===== src/lmrp_pkg.sv =====
package lmrp_pkg;

  localparam int EXTRA_COUNT_BITS = 24;

  localparam logic [7:0] HDR_LOAD = 8'h01;
  localparam logic [7:0] HDR_XFER = 8'h02;
  localparam logic [7:0] HDR_NAME = 8'h05;
  localparam logic [7:0] HDR_NOTE = 8'h1f;

  localparam logic [8:0] LEN_WRAP        = 9'd254;
  localparam logic [7:0] LEN_SMALL       = 8'd3;
  localparam logic [8:0] XF_LEN_REQUIRED = 9'd2;
  localparam logic [8:0] LEN_OFFSET      = 9'd2;

  typedef enum logic [2:0] {
    EV_NONE    = 3'd0,
    EV_LOAD    = 3'd1,
    EV_XFER    = 3'd2,
    EV_NAME    = 3'd3,
    EV_COMMENT = 3'd4,
    EV_ERROR   = 3'd5
  } event_t;

  typedef enum logic [1:0] {
    ERR_NONE    = 2'd0,
    ERR_HEADER  = 2'd1,
    ERR_XFERLEN = 2'd2
  } error_t;

  typedef enum logic [13:0] {
    PH_HEADER  = 14'b00000000000001,
    PH_LB_LEN  = 14'b00000000000010,
    PH_LB_LO   = 14'b00000000000100,
    PH_LB_HI   = 14'b00000000001000,
    PH_XF_LEN  = 14'b00000000010000,
    PH_XF_LO   = 14'b00000000100000,
    PH_XF_HI   = 14'b00000001000000,
    PH_NM_LEN  = 14'b00000010000000,
    PH_NM_TEXT = 14'b00000100000000,
    PH_CM_LEN  = 14'b00001000000000,
    PH_CM_TEXT = 14'b00010000000000,
    PH_SKIP    = 14'b00100000000000,
    PH_EXTRA   = 14'b01000000000000,
    PH_HALT    = 14'b10000000000000
  } phase_t;

  typedef struct packed {
    logic [7:0] data_byte;
    logic       end_of_file;
  } item_t;

  typedef struct packed {
    logic                        keep_byte;
    logic [2:0]                  event_kind;
    logic [15:0]                 address_value;
    logic [8:0]                  block_length;
    logic [7:0]                  text_byte;
    logic                        text_last;
    logic [1:0]                  error_code;
    logic [EXTRA_COUNT_BITS-1:0] extra_count;
    logic                        file_done;
  } result_t;

endpackage


===== src/load_module_record_parser.sv =====
// load module record parser: one file byte per request, one result per request
// an accepted request's result is registered in the output or skid register
// throughput: 1 request per cycle; a one-entry skid stage holds a result while
// the output is stalled, and the input stalls only while that stage is full
// reset (rst, synchronous): parser back to expecting a header byte, counts and
// error cleared, no result pending; the end-of-file byte resets the parser too
module load_module_record_parser import lmrp_pkg::*; (
  input  logic    clk,
  input  logic    rst,
  input  logic    item_valid,
  output logic    item_stall,
  input  item_t   item,
  output logic    result_valid,
  input  logic    result_stall,
  output result_t result
);

  phase_t                      phase, phase_next;
  logic [8:0]                  skip_remaining, skip_remaining_next;
  logic [7:0]                  address_low, address_low_next;
  logic [7:0]                  text_remaining, text_remaining_next;
  logic [EXTRA_COUNT_BITS-1:0] extra_total, extra_total_next;
  logic [1:0]                  error_seen, error_seen_next;

  result_t res;
  result_t skid;
  logic    skid_valid;
  logic    accept;
  logic    take;
  logic [7:0] b;
  logic [7:0] text_dec;
  logic [8:0] skip_dec;

  assign accept     = item_valid && !item_stall;
  assign take       = result_valid && !result_stall;
  assign item_stall = skid_valid;
  assign b          = item.data_byte;
  assign text_dec   = (text_remaining != 8'd0) ? text_remaining - 8'd1 : 8'd0;
  assign skip_dec   = (skip_remaining != 9'd0) ? skip_remaining - 9'd1 : 9'd0;

  always_comb begin
    phase_next          = phase;
    skip_remaining_next = skip_remaining;
    address_low_next    = address_low;
    text_remaining_next = text_remaining;
    extra_total_next    = extra_total;
    error_seen_next     = error_seen;
    res                 = '0;
    res.keep_byte       = !(phase == PH_EXTRA || phase == PH_HALT);
    res.event_kind      = EV_NONE;

    case (phase)
      PH_HEADER: begin
        if (b == HDR_LOAD) begin
          phase_next = PH_LB_LEN;
        end else if (b == HDR_XFER) begin
          phase_next = PH_XF_LEN;
        end else if (b == HDR_NAME) begin
          phase_next = PH_NM_LEN;
        end else if (b == HDR_NOTE) begin
          phase_next = PH_CM_LEN;
        end else begin
          res.event_kind  = EV_ERROR;
          error_seen_next = ERR_HEADER;
          phase_next      = PH_HALT;
        end
      end
      PH_LB_LEN: begin
        skip_remaining_next = (b < LEN_SMALL) ? {1'b0, b} + LEN_WRAP
                                              : {1'b0, b} - LEN_OFFSET;
        phase_next = PH_LB_LO;
      end
      PH_LB_LO: begin
        address_low_next = b;
        phase_next       = PH_LB_HI;
      end
      PH_LB_HI: begin
        res.event_kind    = EV_LOAD;
        res.address_value = {b, address_low};
        res.block_length  = skip_remaining;
        phase_next        = PH_SKIP;
      end
      PH_XF_LEN: begin
        skip_remaining_next = {1'b0, b};
        phase_next          = PH_XF_LO;
      end
      PH_XF_LO: begin
        address_low_next = b;
        phase_next       = PH_XF_HI;
      end
      PH_XF_HI: begin
        if (skip_remaining != XF_LEN_REQUIRED) begin
          res.event_kind  = EV_ERROR;
          error_seen_next = ERR_XFERLEN;
          phase_next      = PH_HALT;
        end else begin
          res.event_kind    = EV_XFER;
          res.address_value = {b, address_low};
          extra_total_next  = '0;
          phase_next        = PH_EXTRA;
        end
        skip_remaining_next = '0;
      end
      PH_NM_LEN, PH_CM_LEN: begin
        text_remaining_next = b;
        if (b == 8'd0) begin
          phase_next = PH_HEADER;
        end else begin
          phase_next = (phase == PH_NM_LEN) ? PH_NM_TEXT : PH_CM_TEXT;
        end
      end
      PH_NM_TEXT, PH_CM_TEXT: begin
        res.event_kind      = (phase == PH_NM_TEXT) ? EV_NAME : EV_COMMENT;
        res.text_byte       = b;
        text_remaining_next = text_dec;
        if (text_dec == 8'd0) begin
          res.text_last = 1'b1;
          phase_next    = PH_HEADER;
        end
      end
      PH_SKIP: begin
        skip_remaining_next = skip_dec;
        if (skip_dec == 9'd0) begin
          phase_next = PH_HEADER;
        end
      end
      PH_EXTRA: begin
        if (extra_total != '1) begin
          extra_total_next = extra_total + EXTRA_COUNT_BITS'(1);
        end
      end
      default: begin
      end
    endcase

    res.error_code  = error_seen_next;
    res.extra_count = extra_total_next;
    res.file_done   = item.end_of_file;
  end

  // parser state
  always_ff @(posedge clk) begin
    if (rst) begin
      phase          <= PH_HEADER;
      skip_remaining <= '0;
      address_low    <= '0;
      text_remaining <= '0;
      extra_total    <= '0;
      error_seen     <= ERR_NONE;
    end else if (accept) begin
      if (item.end_of_file) begin
        phase          <= PH_HEADER;
        skip_remaining <= '0;
        address_low    <= '0;
        text_remaining <= '0;
        extra_total    <= '0;
        error_seen     <= ERR_NONE;
      end else begin
        phase          <= phase_next;
        skip_remaining <= skip_remaining_next;
        address_low    <= address_low_next;
        text_remaining <= text_remaining_next;
        extra_total    <= extra_total_next;
        error_seen     <= error_seen_next;
      end
    end
  end

  // output register and skid stage control
  always_ff @(posedge clk) begin
    if (rst) begin
      result_valid <= 1'b0;
      skid_valid   <= 1'b0;
    end else if (take || !result_valid) begin
      if (skid_valid) begin
        result_valid <= 1'b1;
        skid_valid   <= 1'b0;
      end else begin
        result_valid <= accept;
      end
    end else if (accept) begin
      skid_valid <= 1'b1;
    end
  end

  // payloads
  always_ff @(posedge clk) begin
    if (take || !result_valid) begin
      if (skid_valid) begin
        result <= skid;
      end else if (accept) begin
        result <= res;
      end
    end else if (accept) begin
      skid <= res;
    end
  end

endmodule

===== config.mk =====
export PLATFORM = sky130hd
export DESIGN_NAME = load_module_record_parser
export DESIGN_NICKNAME = d
export VERILOG_FILES = /design/src/lmrp_pkg.sv /design/src/load_module_record_parser.sv
export SDC_FILE = /design/constraint.sdc
export NUM_CORES = 1
export LEC_CHECK = 0
export BUFFER_PORTS_ARGS = -buffer_cell sky130_fd_sc_hd__buf_2
export CORE_MARGIN = 5
export CORE_UTILIZATION = 35
export CTS_CLUSTER_DIAMETER = 80
export DETAILED_ROUTE_END_ITERATION = 7
export PLACE_DENSITY = 0.61
export SYNTH_ARGS = -nofsm -noshare
export SYNTH_HDL_FRONTEND = slang
export SYNTH_SLANG_ARGS = --single-unit

===== constraint.sdc =====
create_clock -name clk -period 4.8 [get_ports clk]
set_clock_uncertainty 0.15 [all_clocks]
set_input_delay 0.72 -clock clk [delete_from_list [all_inputs] [get_ports clk]]
set_output_delay 0.72 -clock clk [all_outputs]
set_load 0.02 [all_outputs]

==> flow_metrics.py <==
metrics = {
    "final_layout": {
        "antennaDiodeCount": 0,
        "fillCellCount": 2746,
        "final_nets": 1026,
        "areaGrowthSynthToFinish_pct": 12.8,
        "final_cell_mix": "edfxtp_1, nor2_1, buf_2, nand2_1",
        "drive_gt1_share_pct": 21.0,
        "layout.cells.most_common": "edfxtp_1",
        "instances_no_fill": 1398,
    },
    "clock_tree": {
        "ctsResizeCount": 0,
        "cts_buffers": 17,
        "h-tree-depth": 4,
        "clockBufferDepth": 2,
        "clk_pin_slew_ps": 80,
        "cts_tree": "built",
        "clock_latency_ps": 440,
        "cts.sinks": 197,
        "cts_setup_buffers": 0,
        "cts-root-buf": "clkbuf_16",
        "ctsHoldBuffers": 0,
    },
    "run_status": {
        "status": "completed",
    },
    "timing": {
        "worst_slew_pin_slew_ps": 1060,
        "setup_tns_ps": 0,
        "slew_violations": 0,
        "min_period_over_period_pct": 73.5,
        "fmax_mhz": 283,
        "slew_headroom_pct": 29.2,
        "setup_viol": 0,
        "period_needed_ps": 3530,
        "hold_viol": 0,
        "rsz0062_at_grt": "no",
    },
    "logic_synthesis": {
        "synth_edf_count": 130,
        "synth_nets": 979,
        "ys_warn_count": 0,
        "ys_types": 71,
        "syn_area_um2": 9960,
        "synth-async-reset-ratio_pct": 0,
        "yosysSeqAreaShare_pct": 52.7,
        "syn_avg_cell_area_um2": 10.4,
        "synthCells": 960,
        "synth-seq-cells": 197,
        "synth_ff_type": "edfxtp_1",
    },
    "global_route": {
        "grt_pass1_wl_um": 41200,
        "antenna_found_initial": 0,
        "grt_max_degree": 66,
        "grtUsageTotal_pct": 16.2,
        "grt_pass1_vias": 7296,
        "overflow": 0,
    },
    "placement": {
        "hpwlAfterDp_um": 17400,
        "dp_cells": 1366,
        "portBuffers": 79,
        "gp_congestion": 0.930,
    },
    "die": {
        "fp.dieH_um": 179,
        "initial_core_util_pct": 35.7,
        "ios": 80,
        "core_area_um2": 27900,
        "die_w_um": 179,
        "core.rowCount": 61,
        "die_area_um2": 31900,
    },
    "worst_setup_path": {
        "cp.required_ps": 5010,
        "crit_arrival_ps": 3740,
        "crit_family": "simple AND/OR/NAND/NOR gates",
        "criticalPathCategory": "register to register",
        "cpMaxStageDelayCell": "or3b_2",
        "crit_chain": "inv_1, ha_1, or3b_2, nor4_1, o221ai_1, nor4_1, o211ai_2, or3_1, a21oi_1",
        "cp_max_fo": 28,
        "end_kind": "register",
        "cp_common_cell": "nor4_1",
        "crit_path_start_kind": "register",
        "crit_buf_inv": 1,
        "cpPeakStageDelay_ps": 550,
    },
    "detailed_routing": {
        "wl_per_cell_um": 18.4,
        "drcViolationCount": 0,
        "vias": 7798,
        "drtPass1Iterations": 5,
        "drt_iter0_markers": 767,
        "wirelength_um": 25700,
        "drt-vias-per-instance": 5.58,
        "antenna_left": 0,
    },
    "job": {
        "cap_violations": 0,
    },
    "power_and_ir_drop": {
        "ir_drop_mv": 0.202,
        "p_leak_nw": 4.04,
        "powerDensity_nw_per_um2": 326,
    },
    "min_path": {
        "hp-class": "register to register",
    },
}
[cell type report]
cell class / instances / area (um^2) / share of cell area (%)
Clock buffer: 18 / 429 / 3.82
Tap cell: 378 / 473 / 4.21
Sequential cell: 197 / 5250 / 46.7
Inverter: 21 / 78.8 / 0.701
Timing Repair Buffer: 92 / 493 / 4.39
Clock inverter: 14 / 158 / 1.40
Multi-Input combinational cell: 678 / 4360 / 38.8
[registers in the layout (all words and copies together), names as in the netlist]
signal          count
item_stall          1
phase              14
result             65
error_seen          2
result_valid        1
address_low         8
skip_remaining      9
skid               65
extra_total        24
text_remaining      8
[cell families after synthesis]
kind of cell / share of synthesized area [%]
and+or+nand+nor: 20.5
AOI/OAI and AO/OA: 13.4
DFF: 52.7
buffers and inverters: 3.76
muxes: 8.11
xor gates and xnor gates: 0.791
adders and majority gates: 0.754
[synth_stat cells (all sizes together), types with 5 or more instances]
cell	instances	share of area (%)
a21oi	68	3.4
nor3b	10	0.80
buf	15	1.1
nand3	17	0.85
mux2	62	7.0
nor4	24	1.7
nor2b	5	0.31
o31ai	15	1.1
o21ai	54	2.8
o211ai	6	0.50
clkbuf	49	1.8
xnor2	5	0.44
a22oi	19	1.4
nand2b	8	0.50
a211oi	9	0.73
nor2	86	3.3
dfxtp	67	13
a21o	6	0.45
o41ai	5	0.44
ha	6	0.75
mux2i	11	1.1
and2	26	1.6
or3	20	1.3
or4	11	0.90
nor3	32	1.8
nand4	18	1.2
nand2	72	2.7
and3	14	0.88
a31oi	8	0.50
nand3b	13	0.98
inv	21	0.79
edfxtp	130	39
[metrics by stage]
step	hold WS, ps	power (mW)	area, um^2	setup slack (ps)	utilization [%]
finish	330	3.66	11200	1270	40.2
global route	368	3.78	11200	923	40.2
CTS	335	3.68	11200	1260	40.2
global placement	313	2.24	10700	1290	38.1
floorplan	298	2.15	9960	85.5	-
detailed placement	317	2.25	10700	1320	38.1
[report_power, final]
group	internal [mW]	switching, mW	leakage, nW
Combinational	0.0976	0.235	1.97
Clock	0.744	0.704	0.287
Sequential	1.86	0.0219	1.78
Total	2.70	0.961	4.04
[per-layer routing]
| layer | vias to the layer above | global-route usage (%) | wire, um |
|---|---|---|---|
| li1 | 3723 | - | - |
| met1 | 3774 | 24.0 | 12400 |
| met2 | 273 | 24.9 | 11500 |
| met3 | 28 | 2.00 | 1380 |
| met4 | 0 | 4.92 | 339 |
| met5 | - | 0 | 0 |
[tightest hold or removal path: cells and delay by family (launching register included)]
family,cells,cell delay (ps)
AO/OA/AOI/OAI,1,60
AND/OR/NAND/NOR,1,70
flip-flops,1,330
[path summary, 6_finish.rpt]
kind	startpoint	endpoint	slack (ps)	cells after the start
max	skip_remaining[0]	phase[2]	1270	9
min	address_low[7]	address_low[7]	330	2
min reg2reg	address_low[7]	address_low[7]	330	2
max reg2reg	skip_remaining[0]	phase[2]	1270	9
Note: power is estimated with default switching activity, not from simulation.
